### src/rtl/wtsp_pkg.sv
// ----------------------------------------------------------------------------
// wtsp_pkg: shared types and constants for the world-to-screen projection
// Fixed-point widths, request codes, register indexes and payload words.
// ----------------------------------------------------------------------------
package wtsp_pkg;

  // Fraction bits of every fixed-point value
  localparam int FRAC_BITS = 16;
  localparam int COORD_W   = 32;
  localparam int SCALE_W   = 14;
  localparam int SCREEN_W  = 30;
  localparam int ENTRY_N   = 16;
  localparam int ENTRY_W   = 4;

  // Homogeneous sum: three floored products plus an entry, two guard bits
  localparam int H_W    = 2 * COORD_W + 2 - FRAC_BITS;
  localparam int NUM_W  = H_W + 1;
  localparam int PROD_W = NUM_W + SCALE_W;
  // Quotient does not exceed scale * 2^FRAC_BITS for a visible point
  localparam int Q_W    = SCALE_W + FRAC_BITS;
  localparam int SAT_W  = Q_W + SCREEN_W;

  localparam logic [SCREEN_W-1:0] SCREEN_MAX = SCREEN_W'(1) << (SCREEN_W - 1);

  // Input queue
  localparam int QDEPTH = 4;
  localparam int QPTR_W = 2;

  // Request codes
  localparam logic REQ_TRANSFORM = 1'b0;
  localparam logic REQ_LOAD      = 1'b1;

  // Configuration register indexes
  localparam int CFG_IDX_W = 4;
  localparam logic [CFG_IDX_W-1:0] CFG_WIDTH  = CFG_IDX_W'(0);
  localparam logic [CFG_IDX_W-1:0] CFG_HEIGHT = CFG_IDX_W'(1);

  localparam logic [SCALE_W-1:0] WIDTH_RST  = SCALE_W'(1920);
  localparam logic [SCALE_W-1:0] HEIGHT_RST = SCALE_W'(1080);

  typedef struct packed {
    logic                      req_type;
    logic signed [COORD_W-1:0] point_x;
    logic signed [COORD_W-1:0] point_y;
    logic signed [COORD_W-1:0] point_z;
    logic [ENTRY_W-1:0]        entry_index;
    logic signed [COORD_W-1:0] entry_value;
  } in_word_t;

  typedef struct packed {
    logic                visible;
    logic [SCREEN_W-1:0] screen_x;
    logic [SCREEN_W-1:0] screen_y;
  } out_word_t;

  // Classified word handed from front to back
  typedef struct packed {
    logic     is_load;
    in_word_t word;
  } front_item_t;

  typedef struct packed {
    logic              vis;
    logic [PROD_W-1:0] px;
    logic [PROD_W-1:0] py;
    logic [NUM_W-1:0]  den;
  } div_req_t;

  typedef struct packed {
    logic           vis;
    logic [Q_W-1:0] qx;
    logic [Q_W-1:0] qy;
  } div_rsp_t;

endpackage

### src/rtl/wtsp_front.sv
// ----------------------------------------------------------------------------
// wtsp_front: input acceptance and classification
// Tags each word as a matrix load or a transform and queues it for the back.
// ----------------------------------------------------------------------------
module wtsp_front (
  input  logic                  clk,
  input  logic                  rst_n,
  input  logic                  in_valid,
  output logic                  in_stall,
  input  wtsp_pkg::in_word_t    in_data,
  input  logic                  pop,
  output logic                  q_valid,
  output wtsp_pkg::front_item_t q_item
);
  import wtsp_pkg::*;

  front_item_t       mem [QDEPTH];
  logic [QPTR_W-1:0] wptr_r, wptr_nxt;
  logic [QPTR_W-1:0] rptr_r, rptr_nxt;
  logic [QPTR_W:0]   cnt_r, cnt_nxt;
  logic              push;
  logic              do_pop;

  // Hold the input while the queue is full
  assign in_stall = (cnt_r == (QPTR_W+1)'(QDEPTH));
  assign push     = in_valid && !in_stall;
  assign q_valid  = (cnt_r != '0);
  assign do_pop   = pop && q_valid;
  assign q_item   = mem[rptr_r];

  // Advance pointers and count
  always_comb begin
    wptr_nxt = push ? wptr_r + 1'b1 : wptr_r;
    rptr_nxt = do_pop ? rptr_r + 1'b1 : rptr_r;
    cnt_nxt  = cnt_r + (QPTR_W+1)'(push) - (QPTR_W+1)'(do_pop);
  end

  always_ff @(posedge clk) begin
    if (!rst_n) begin
      wptr_r <= '0;
      rptr_r <= '0;
      cnt_r  <= '0;
    end else begin
      wptr_r <= wptr_nxt;
      rptr_r <= rptr_nxt;
      cnt_r  <= cnt_nxt;
    end
  end

  // Classify and store the word
  always_ff @(posedge clk) begin
    if (push) begin
      mem[wptr_r].is_load <= (in_data.req_type == REQ_LOAD);
      mem[wptr_r].word    <= in_data;
    end
  end

endmodule

### config.mk
export PLATFORM = sky130hd
export DESIGN_NAME = wtsp_front
export DESIGN_NICKNAME = d
export VERILOG_FILES = /design/src/rtl/wtsp_pkg.sv /design/src/rtl/wtsp_front.sv
export SDC_FILE = /design/constraint.sdc
export NUM_CORES = 1
export LEC_CHECK = 0
export BUFFER_PORTS_ARGS = -buffer_cell sky130_fd_sc_hd__buf_4
export CAP_MARGIN = 10
export CORE_UTILIZATION = 57
export DETAILED_ROUTE_END_ITERATION = 12
export PLACE_DENSITY = 0.79
export SYNTH_ARGS = -nofsm -noshare
export SYNTH_HDL_FRONTEND = slang
export SYNTH_SLANG_ARGS = --single-unit
### constraint.sdc
create_clock -name clk -period 5.2 [get_ports clk]
set_input_delay 0.52 -clock clk [delete_from_list [all_inputs] [get_ports clk]]
set_output_delay 0.52 -clock clk [all_outputs]
set_load 0.005 [all_outputs]
==> metrics.cfg, run 1 <==
[run_status]
status = complete, no violations

[logic_synthesis]
yosysTopAreaCell = edfxtp_1
synth_area_um2 = 19600
ys_ff_latch = 541
ys_top_cells_by_area = edfxtp_1 (81%), mux4_2 (15%), dfxtp_1 (0.92%), buf_6 (0.52%), buf_2 (0.38%)
syn_avg_cell_area_um2 = 26.4
seq_area_frac_synth_pct = 82.2
synth_cells = 744
yosysUniqueCellTypes = 19
yosys_warnings = 0
yosysTopAreaCellShare_pct = 81.3
synth_nets = 888

[detailed_routing]
drt_pass1_iterations = 5
wl_per_cell_um = 24.3
vias_per_cell = 5.74
drtAntennaViolNets = 0
wirelength_um = 37100
drtIter0Drc = 546
drc = 0
vias = 8767

[worst_hold_path]
hold-path-endpoint = mem[2][47]
min_from = in_data[47]
hold_class = in -> reg
whs_path_depth = 1

[cts]
clock_path_buffers = 3
htree_levels = 2
numCtsBuffers = 51
clk_pin_slew_worst_paths_ps = 60
clkSinkCount = 541
post-cts-setup-buffers = 0
hold_buffers = 0
ctsResizeCount = 0
clockRootBuffer = clkbuf_16
cts_tree = built
clock_latency_ps = 550

[worst_setup_path]
r2r_start = cnt_r[1]
start_kind = register
worst_setup_path_end_kind = output port
r2r_cells = 4
worstPathArrival_ps = 2550
r2r-end = mem[1][103]
setup.worst_path.class = reg -> out
rrSetupSlack_ps = 2430
worstPathMaxFanout = 91
worstPathRequired_ps = 4680

[timing]
max_freq_ghz = 0.325
hold_violations = 0
fin_tns_setup_ps = 0
rsz0062_at_grt = no
slew_violations = 0
relSlewSlack_pct = 42.8
finalSetupViolCount = 0
skew_ps = 10.3
fin_crit_sh_pct = 59.1
worst_pin_slew_ps = 858
finalCriticalPeriod_ps = 3070

[layout]
finalNonFillerCells = 1527
antenna_cells = 0
final_common_cell = edfxtp_1
area_growth_syn_to_layout_pct = 20.9
drive_above_1_share_pct = 44.8
num-nets-final = 1187
fillCellCount = 2022
final_cell_mix = edfxtp_1 (532), buf_4 (272), mux4_2 (133), clkbuf_16 (53)

[place]
gp_congestion = 0.717
io_buffers = 272
dpl.cell_count = 1438
hpwl_um = 21300

[floorplan]
fp.coreArea_um2 = 33700
die_y_um = 188
start_util_pct = 58.3
row_count = 67
die_w_um = 188
io_pins = 273
fp.dieArea_um2 = 35200

[grt]
grt_max_degree = 99
gr-total-overflow = 0
grt_pass1_vias = 9317
grt.total_usage_pct = 21.5
grt_pass1_wl_um = 56100
antenna_found_initial = 0

[pwr]
vdd_drop_max_mv = 0.511
power_frac_seq_pct = 47.7
power_frac_comb_pct = 21.9
power.net_switching_uw = 2740
p_per_area_nw_per_um2 = 480
internal-power_uw = 8670
switching_share_pct = 24.0
leakage_uw = 0.00791
p_clk_share_pct = 30.3

[job]
max_cap_violations = 0

## layout make-up
type | count | area [µm²] | share of cell area, %
Tap cell | 448 | 561 | 2.36
Inverter | 5 | 18.8 | 0.0790
Clock buffer | 65 | 1370 | 5.77
Timing Repair Buffer | 279 | 2180 | 9.19
Clock inverter | 24 | 186 | 0.785
Sequential cell | 541 | 16200 | 68.0
Multi-Input combinational cell | 165 | 3270 | 13.8
## metrics by stage
step | power [µW] | cell area, µm² | hold WS, ps | util [%] | setup slack [ps]
6_report | 11400 | 23800 | 164 | 70.5 | 2130
5_1_grt | 11800 | 23800 | 135 | 70.5 | 2020
4_1_cts | 11500 | 23800 | 135 | 70.5 | 2120
3_5_place_dp | 8070 | 22200 | 505 | 65.9 | 2380
3_3_place_gp | 8010 | 22200 | 486 | 65.9 | 2430
2_1_floorplan | 6920 | 19600 | 468 | - | 740
## flip-flops by register name, summed over array words and instances, names as in the netlist, named ones only
signal / cells
cnt_r: 3
rptr_r: 2
mem: 532
wptr_r: 2
## worst max-delay path by stage
stage	start	end
6_report	register	q_item[101]
4_1_cts	register	q_item[133]
3_3_place_gp	in_valid	mem[1][104]
5_1_grt	register	q_item[101]
2_1_floorplan	in_valid	mem[0][0]
3_5_place_dp	in_valid	mem[1][53]
## layer usage
layer	GRT usage, %	share of wire (%)	wire, µm	vias to the layer above
li1	-	-	-	3790
met1	29.9	40	15000	4602
met2	35.0	50	18700	322
met3	5.03	7.5	2780	53
met4	5.38	1.9	714	0
met5	0	0	0	-
## power by group through the flow
| stage | clock [µW] | sequential, µW | combinational, µW |
|---|---|---|---|
| 3_3_place_gp | 0 | 5510 | 2500 |
| 3_5_place_dp | 0 | 5540 | 2530 |
| 4_1_cts | 3530 | 5460 | 2550 |
| 5_1_grt | 3680 | 5490 | 2670 |
| 6_report | 3460 | 5450 | 2500 |
| 2_1_floorplan | 0 | 5500 | 1430 |
## cells by family after synthesis
family | after synthesis | share of synthesized area [%]
AND/OR/NAND/NOR | 17 | 0.497
XOR/XNOR | 4 | 0.178
buffers and inverters | 38 | 1.18
adder cells (fa/ha/maj) | 7 | 0.484
AO/OA/AOI/OAI | 2 | 0.0892
multiplexers | 135 | 15.3
flip-flops | 541 | 82.2
## worst max-delay path, stage by stage (launching register included)
cell and delay [ps]:
dfxtp_4 770, buf_12 450, mux4_2 430, buf_4 160
## synthesized netlist by cell type, drive strengths merged
| cell | n |
|---|---|
| nor2b | 4 |
| mux2i | 2 |
| ha | 6 |
| fa | 1 |
| or3 | 1 |
| nor3b | 1 |
| nand2 | 4 |
| dfxtp | 9 |
| inv | 5 |
| o311ai | 1 |
| o31a | 1 |
| buf | 25 |
| edfxtp | 532 |
| mux4 | 133 |
| xnor2 | 4 |
| and2 | 7 |
| clkbuf | 8 |
(Power assumes the default switching activity.)
==> run 2: changes to the inputs <==
--- a/config.mk
+++ b/config.mk
@@ -5,11 +5,12 @@
 export SDC_FILE = /design/constraint.sdc
 export NUM_CORES = 1
 export LEC_CHECK = 0
+export ABC_AREA = 1
 export BUFFER_PORTS_ARGS = -buffer_cell sky130_fd_sc_hd__buf_4
 export CAP_MARGIN = 10
-export CORE_UTILIZATION = 57
+export CORE_UTILIZATION = 52
 export DETAILED_ROUTE_END_ITERATION = 12
-export PLACE_DENSITY = 0.79
+export PLACE_DENSITY = 0.76
 export SYNTH_ARGS = -nofsm -noshare
 export SYNTH_HDL_FRONTEND = slang
 export SYNTH_SLANG_ARGS = --single-unit
==> constraint.sdc (replaced) <==
create_clock -name clk -period 2.82 [get_ports clk]
set_input_delay 0.282 -clock clk [delete_from_list [all_inputs] [get_ports clk]]
set_output_delay 0.282 -clock clk [all_outputs]
set_load 0.005 [all_outputs]
==> run 2 against run 1 <==
Sequential share of layout area shrank 5.6 points. Global-route usage grew 2.1 points. Setup slack worse by 2000 ps. Worst hold slack better by 270 ps. Critical path type unchanged. Clock power up 110%. Sequential power increased by 83%.
==> metrics.cfg, run 2 <==
[logic_synthesis]
synth_cells = 1352  ; +82%
synth.most_common_cell = edfxtp_1
syn_avg_cell_area_um2 = 14.9  ; -43%
yosysTopAreaCellShare_pct = 79.1  ; -2.2 points
yosys_warnings = 0  ; unchanged
seq_area_frac_synth_pct = 80.0  ; -2.3 points
synth_area_um2 = 20200  ; +2.8%
synth_flop_cell = edfxtp_1
netlist_top_cells_count = edfxtp_1 (532), nor2_1 (278), o21ai_0 (150)
synth_edf_count = 532  ; unchanged
ys_top_cells_by_area = edfxtp_1 (79%), nor2_1 (5.2%), o22ai_1 (4.1%), o21ai_0 (3.7%), o21ai_1 (2.9%)
ys_ff_latch = 541  ; unchanged
synth_nets = 1496  ; +68%
synthArstFlopShare_pct = 0  ; unchanged
yosysTopAreaCell = edfxtp_1
yosysUniqueCellTypes = 20  ; +1

[grt]
busiest_layer = met2
grt_max_degree = 117  ; +18%
grt.total_usage_pct = 23.6  ; +2.1 points
grt_pass1_wl_um = 70800  ; +26%
antenna_found_initial = 4  ; +4
met1_usage_pct = 29.5  ; -0.36 points
use_met3_pct = 6.82  ; +1.8 points
grt_pass1_vias = 13254  ; +42%
grt.met2_usage_pct = 39.5  ; +4.4 points
gr-total-overflow = 0  ; unchanged

[timing]
finalSetupViolCount = 0  ; unchanged
worst_pin_slew_ps = 707  ; -151 ps
slew_violations = 0  ; unchanged
relSlewSlack_pct = 52.9  ; +10 points
hold_violations = 0  ; unchanged
skew_ps = 11.4  ; +1.08 ps
hold_ws_ps = 439  ; +275 ps
finalCriticalPeriod_ps = 2650
rsz0062_at_grt = no
fin_crit_sh_pct = 93.9
fin_tns_setup_ps = 0  ; unchanged
max_freq_ghz = 0.378

[place]
hpwl_um = 24100  ; +13%
dpl.cell_count = 2072  ; +44%
io_buffers = 272  ; unchanged
gp_congestion = 0.736  ; +2.7%

[cts]
clock_latency_ps = 590  ; +40 ps
clockRootBuffer = clkbuf_16
clk_pin_slew_worst_paths_ps = 60  ; about the same
post-cts-setup-buffers = 0  ; unchanged
clkSinkCount = 541  ; unchanged
htree_levels = 2  ; unchanged
numCtsBuffers = 53  ; +3.9%
clock_path_buffers = 3  ; unchanged
cts_tree = built

[layout]
num-nets-final = 1896  ; +60%
final_cell_mix = edfxtp_1 (532), buf_4 (280), nor2_1 (273), o21ai_0 (150), dlygate4sd3_1 (136)
finalNonFillerCells = 2306  ; +51%
final_common_cell = edfxtp_1
final_util_pct = 68.2  ; -2.3 points
drive_above_1_share_pct = 21.6  ; -23 points
reg_top3 = mem: 532 flops, cnt_r: 3 flops
top_register = mem
area_growth_syn_to_layout_pct = 28.1
largest_reg_flops = 532  ; unchanged
fillCellCount = 2473  ; +22%

[job]
max_cap_violations = 0  ; unchanged

[floorplan]
start_util_pct = 53.3  ; -5.0 points
io_pins = 273  ; unchanged
die_w_um = 199  ; +6.1%
row_count = 71  ; +6.0%
fp.coreArea_um2 = 37900  ; +13%
die_y_um = 199  ; +6.1%
fp.dieArea_um2 = 39600  ; +13%

[worst_setup_path]
worstPathRequired_ps = 2540  ; -2140 ps
start_kind = register
worst_setup_path_end_kind = output port
cp_slowest_stage_delay_ps = 410  ; -360 ps
cp_cell_sequence = inv_8 > buf_6 > o21ai_1 > o22ai_1 > buf_4
crit_buf_inv = 3  ; +1
critical-path-top-delay-family = buffers and inverters
worstPathMaxFanout = 79  ; -13%
worstPathArrival_ps = 2360  ; -190 ps
crit_slowest_cell = inv_8
r2r_start = cnt_r[1]
setup.worst_path.class = reg -> out

[pwr]
power_frac_seq_pct = 44.8  ; -2.9 points
p_per_area_nw_per_um2 = 866  ; +80%
power.net_switching_uw = 6170  ; +130%
switching_share_pct = 27.5  ; +3.5 points
power_frac_comb_pct = 23.4  ; +1.5 points
power_uw = 22400  ; +96%
internal-power_uw = 16200  ; +87%
vdd_drop_max_mv = 0.615  ; +20%
leakage_uw = 0.00915  ; +16%
p_clk_share_pct = 31.8  ; +1.5 points

[detailed_routing]
drtAntennaViolNets = 0  ; unchanged
vias_per_cell = 5.53  ; -3.6%
drc = 0  ; unchanged
vias = 12760  ; +46%
wl_per_cell_um = 20.1  ; -17%
drtIter0Drc = 678  ; +24%
wirelength_um = 46400  ; +25%
drt_pass1_iterations = 5  ; unchanged

[run_status]
status = complete, no violations

[worst_hold_path]
min_from = in_data[43]
hold_class = in -> reg

-- run 2: changes by cell type after synthesis, sizes merged, moves of 7 or more --
cell,previous run,this run
and2,7,0
buf,25,54
clkbuf,8,33
inv,5,17
mux4,133,0
nand2,4,13
nor2,0,278
o21ai,0,267
o22ai,0,133
-- run 2: power groups by stage --
stage,clock network (µW),logic [µW],registers [µW]
2_1_floorplan,0,2690,10200
3_3_place_gp,0,4960,10200
3_5_place_dp,0,5050,10200
4_1_cts,7240,5230,10000
5_1_grt,7580,5740,10100
6_report,7120,5260,10000
-- run 2: cells by family (layout without fill, tap and decap cells) --
logic type | Yosys count | in the layout | synth area share (%)
AO/OA/AOI/OAI | 406 | 406 | 10.9
adder cells (fa/ha/maj) | 7 | 7 | 0.471
buffers and inverters | 104 | 543 | 3.18
flip-flops | 541 | 541 | 80.0
other | 0 | 4 | 0
AND/OR/NAND/NOR | 294 | 294 | 5.48
-- run 2: worst paths after layout --
check        depth (start not counted)    endpoint  slack [ps]
max reg2reg                         10    cnt_r[2]         900
min reg2reg                          2   rptr_r[0]         490
min                                  2  mem[3][43]         440
max                                  5  q_item[86]         170
-- run 2: worst register-to-register path, stage by stage, from the launching register on --
cell and delay, ps:
dfxtp_4 360, nor2_4 120, nand2_4 110, nand2_8 130, ha_1 240, inv_1 60, ha_1 130, inv_1 50
fa_1 400, o21ai_0 170, nor2_1 50
-- run 2: repair_timing --
item                                    CTS  global route
hold buffers                            136             0
endpoints found under the hold margin   539             0
endpoints found under the setup margin    0            15
gates resized for setup                   0             3
-- run 2: final cells by class --
type | instances | area [µm²] | share of cell area, %
sequential | 541 | 16200 | 62.5
timing repair buffer | 432 | 3760 | 14.5
multi-input combinational | 707 | 3470 | 13.4
clock buffer | 63 | 1410 | 5.43
tap | 511 | 639 | 2.47
clock inverter | 31 | 359 | 1.39
inverter | 17 | 73.8 | 0.285
antenna | 4 | 10.0 | 0.0387
-- run 2: per-layer routing --
| metal | wire [µm] | vias up |
|---|---|---|
| li1 | - | 5913 |
| met1 | 18100 | 6323 |
| met2 | 23400 | 453 |
| met3 | 3960 | 69 |
| met4 | 865 | 2 |
| met5 | 8 | - |
-- run 2: stage by stage --
step	instance area, µm²	setup WS, ps
floorplan	20300	-171
global placement	22700	745
detailed placement	22700	673
CTS	25900	45.4
global route	25900	81.2
finish	25900	173
==> run 3: changes to the inputs <==
==> constraint.sdc (replaced) <==
create_clock -name clk -period 2.82 [get_ports clk]
set_input_delay 0.282 -clock clk [delete_from_list [all_inputs] [get_ports clk]]
set_output_delay 0.282 -clock clk [all_outputs]
set_load 0.05 [all_outputs]
==> run 3 against run 2 <==
Non-clock buffer count down 2. Fmax up 2.4%. Setup slack improved by 61 ps. Sequential power about the same. First-iteration DRC count is 32% higher. Cell count decreased by 0.39%. Wire length up 2.4%. Count of clock-buffer cells in the layout down 4. Core utilization fell by 0.40 points. Register-to-register slack worse by 50 ps. Clock power decreased by 8.0%. Highest routed layer unchanged.
==> metrics.cfg, run 3 (synthesis results as in run 2) <==
[run_status]
status = complete, no violations

[detailed_routing]
drtAntennaViolNets = 0  ; unchanged
drt_pass1_iterations = 5  ; unchanged
drc = 0  ; unchanged
wl_per_cell_um = 20.7  ; +2.8%
vias = 12790  ; +0.24%
drtIter0Drc = 892  ; +32%
wirelength_um = 47500  ; +2.4%
vias_per_cell = 5.57  ; +0.63%

[job]
max_cap_violations = 0  ; unchanged

[layout]
final_util_pct = 67.8  ; -0.40 points
reg_top3 = mem: 532 flops, cnt_r: 3 flops
drive_above_1_share_pct = 21.1  ; -0.50 points
fin_area_um2 = 25700  ; -0.58%
final_cell_mix = edfxtp_1 (532), buf_4 (276), nor2_1 (273), o21ai_0 (150), dlygate4sd3_1 (135)
top_register = mem
largest_reg_flops = 532  ; unchanged
final_common_cell = edfxtp_1
area_growth_syn_to_layout_pct = 27.4
num-nets-final = 1894  ; -0.11%
finalNonFillerCells = 2297  ; -0.39%

[floorplan]
fp.coreArea_um2 = 37900  ; unchanged
row_count = 71  ; unchanged
die_y_um = 199  ; unchanged
start_util_pct = 53.3  ; unchanged
die_w_um = 199  ; unchanged
fp.dieArea_um2 = 39600  ; unchanged
io_pins = 273  ; unchanged

[pwr]
vdd_drop_max_mv = 0.864  ; +40%
leakage_uw = 0.00905  ; -1.0%
p_per_area_nw_per_um2 = 971  ; +12%

[worst_setup_path]
cp_slowest_stage_delay_ps = 430  ; +20 ps
worstPathArrival_ps = 2300  ; -60 ps
setup.worst_path.class = reg -> out
r2r_cells = 10  ; unchanged
r2r_start = cnt_r[1]
worst_setup_path_end_kind = output port
crit_buf_inv = 3  ; unchanged
worstPathMaxFanout = 61  ; -23%
r2r-end = cnt_r[2]
critical-path-top-delay-family = buffers and inverters
cp_cell_sequence = inv_4 > buf_12 > o21ai_1 > o22ai_1 > buf_4
crit_slowest_cell = dfxtp_4
rrSetupSlack_ps = 850  ; -50 ps
start_kind = register
worstPathRequired_ps = 2540  ; about the same

[cts]
clockRootBuffer = clkbuf_16
numCtsBuffers = 53  ; unchanged
clk_pin_slew_worst_paths_ps = 60  ; about the same
clock_latency_ps = 580  ; about the same
post-cts-setup-buffers = 0  ; unchanged
htree_levels = 2  ; unchanged
clkSinkCount = 541  ; unchanged
clock_path_buffers = 3  ; unchanged
cts_tree = built

[timing]
relSlewSlack_pct = 53.9  ; +1.0 points
slew_violations = 0  ; unchanged
worst_slack_ps = 234  ; +61.0 ps
fin_crit_sh_pct = 91.7  ; -2.2 points
hold_violations = 0  ; unchanged
worst_pin_slew_ps = 691  ; -15.2 ps
finalSetupViolCount = 0  ; unchanged
rsz0062_at_grt = no
skew_ps = 19.2  ; +7.79 ps
max_freq_ghz = 0.387  ; +2.4%
finalCriticalPeriod_ps = 2590  ; -61.0 ps

[place]
place_area_um2 = 22800  ; +0.24%
hpwl_um = 25200  ; +4.4%
io_buffers = 272  ; unchanged
dpl_worst_slack_ps = 804  ; +131 ps
dpl.cell_count = 2071  ; -0.048%
gp_congestion = 0.737  ; +0.22%

[grt]
gr-total-overflow = 0  ; unchanged
grt_max_degree = 139  ; +19%
antenna_found_initial = 5  ; +1
grt_pass1_vias = 13063  ; -1.4%
grt.total_usage_pct = 24.0  ; +0.45 points
grt_pass1_wl_um = 71800  ; +1.3%

[worst_hold_path]
hold-path-endpoint = wptr_r[0]
whs_path_depth = 3  ; +1
min_from = in_valid
hold_class = in -> reg

-- run 3: cell types whose count changed in the layout (fill, tap and decap cells not counted) --
cell,delta
buf_12,+5
buf_4,-4
buf_6,-2
bufinv_16,-4
clkbuf_1,-2
clkbuf_16,-2
clkinv_1,+4
clkinv_2,-2
clkinv_4,-1
clkinvlp_4,+1
diode_2,+1
dlygate4sd3_1,-1
inv_6,-2
-- run 3: power breakdown --
part / switching (µW) / total (µW) / leakage, µW / internal [µW]
logic: 6150 / 8420 / 0.00333 / 2260
clock network: 2790 / 6550 / 0.000773 / 3760
registers: 232 / 10000 / 0.00495 / 9800
total: 9180 / 25000 / 0.00905 / 15800
-- run 3: worst reg2reg max path: cells and delay by family (launching register included) --
kind,cells,cell delay (ps)
adder cells (fa/ha/maj),3,760
AND/OR/NAND/NOR,4,420
flip-flops,1,370
AO/OA/AOI/OAI,1,210
buffers and inverters,2,110
-- run 3: layout make-up --
cell class              count  area [µm²]
flip-flops and latches    541       16200
fillers                  2502       12200
repair buffers            430        3790
multi-input cells         707        3470
clock buffers              59        1350
well taps                 511         639
clock inverters            27         225
inverters                  17        73.8
diodes                      5        12.5
-- run 3: worst max path at each step --
stage / from / endpoint / slack [ps] / cells past startpoint
final: register / q_item[86] / 230 / 5
after global routing: register / q_item[4] / 80 / 5
after CTS: register / q_item[34] / 110 / 4
after detailed placement: register / q_item[26] / 800 / 4
after global placement: register / q_item[26] / 810 / 4
after floorplan: cnt_r[1] / mem[0][0] / -170 / 4
-- run 3: layer usage --
metal / GRT usage, % / vias up / share of wire (%)
met4: 8.58 / 2 / 2.6
met2: 40.2 / 527 / 49
met1: 30.2 / 6279 / 39
li1: - / 5892 / -
met3: 6.38 / 90 / 9.1
met5: 0 / - / 0.027
-- run 3: what timing repair did --
item / 4_1_cts / 5_1_grt
endpoints found under the hold margin: 540 / 0
endpoints found under the setup margin: 0 / 2
hold buffers: 135 / 0
resized for setup: 0 / 1
-- run 3: metrics by stage --
step / setup TNS [ps] / hold slack [ps] / power, µW
global route: 0 / 43.2 / 25900
floorplan: -83470 / 379 / 15900
CTS: 0 / 6.62 / 25000
global placement: 0 / 466 / 18300
detailed placement: 0 / 481 / 18400
finish: 0 / 37.6 / 25000
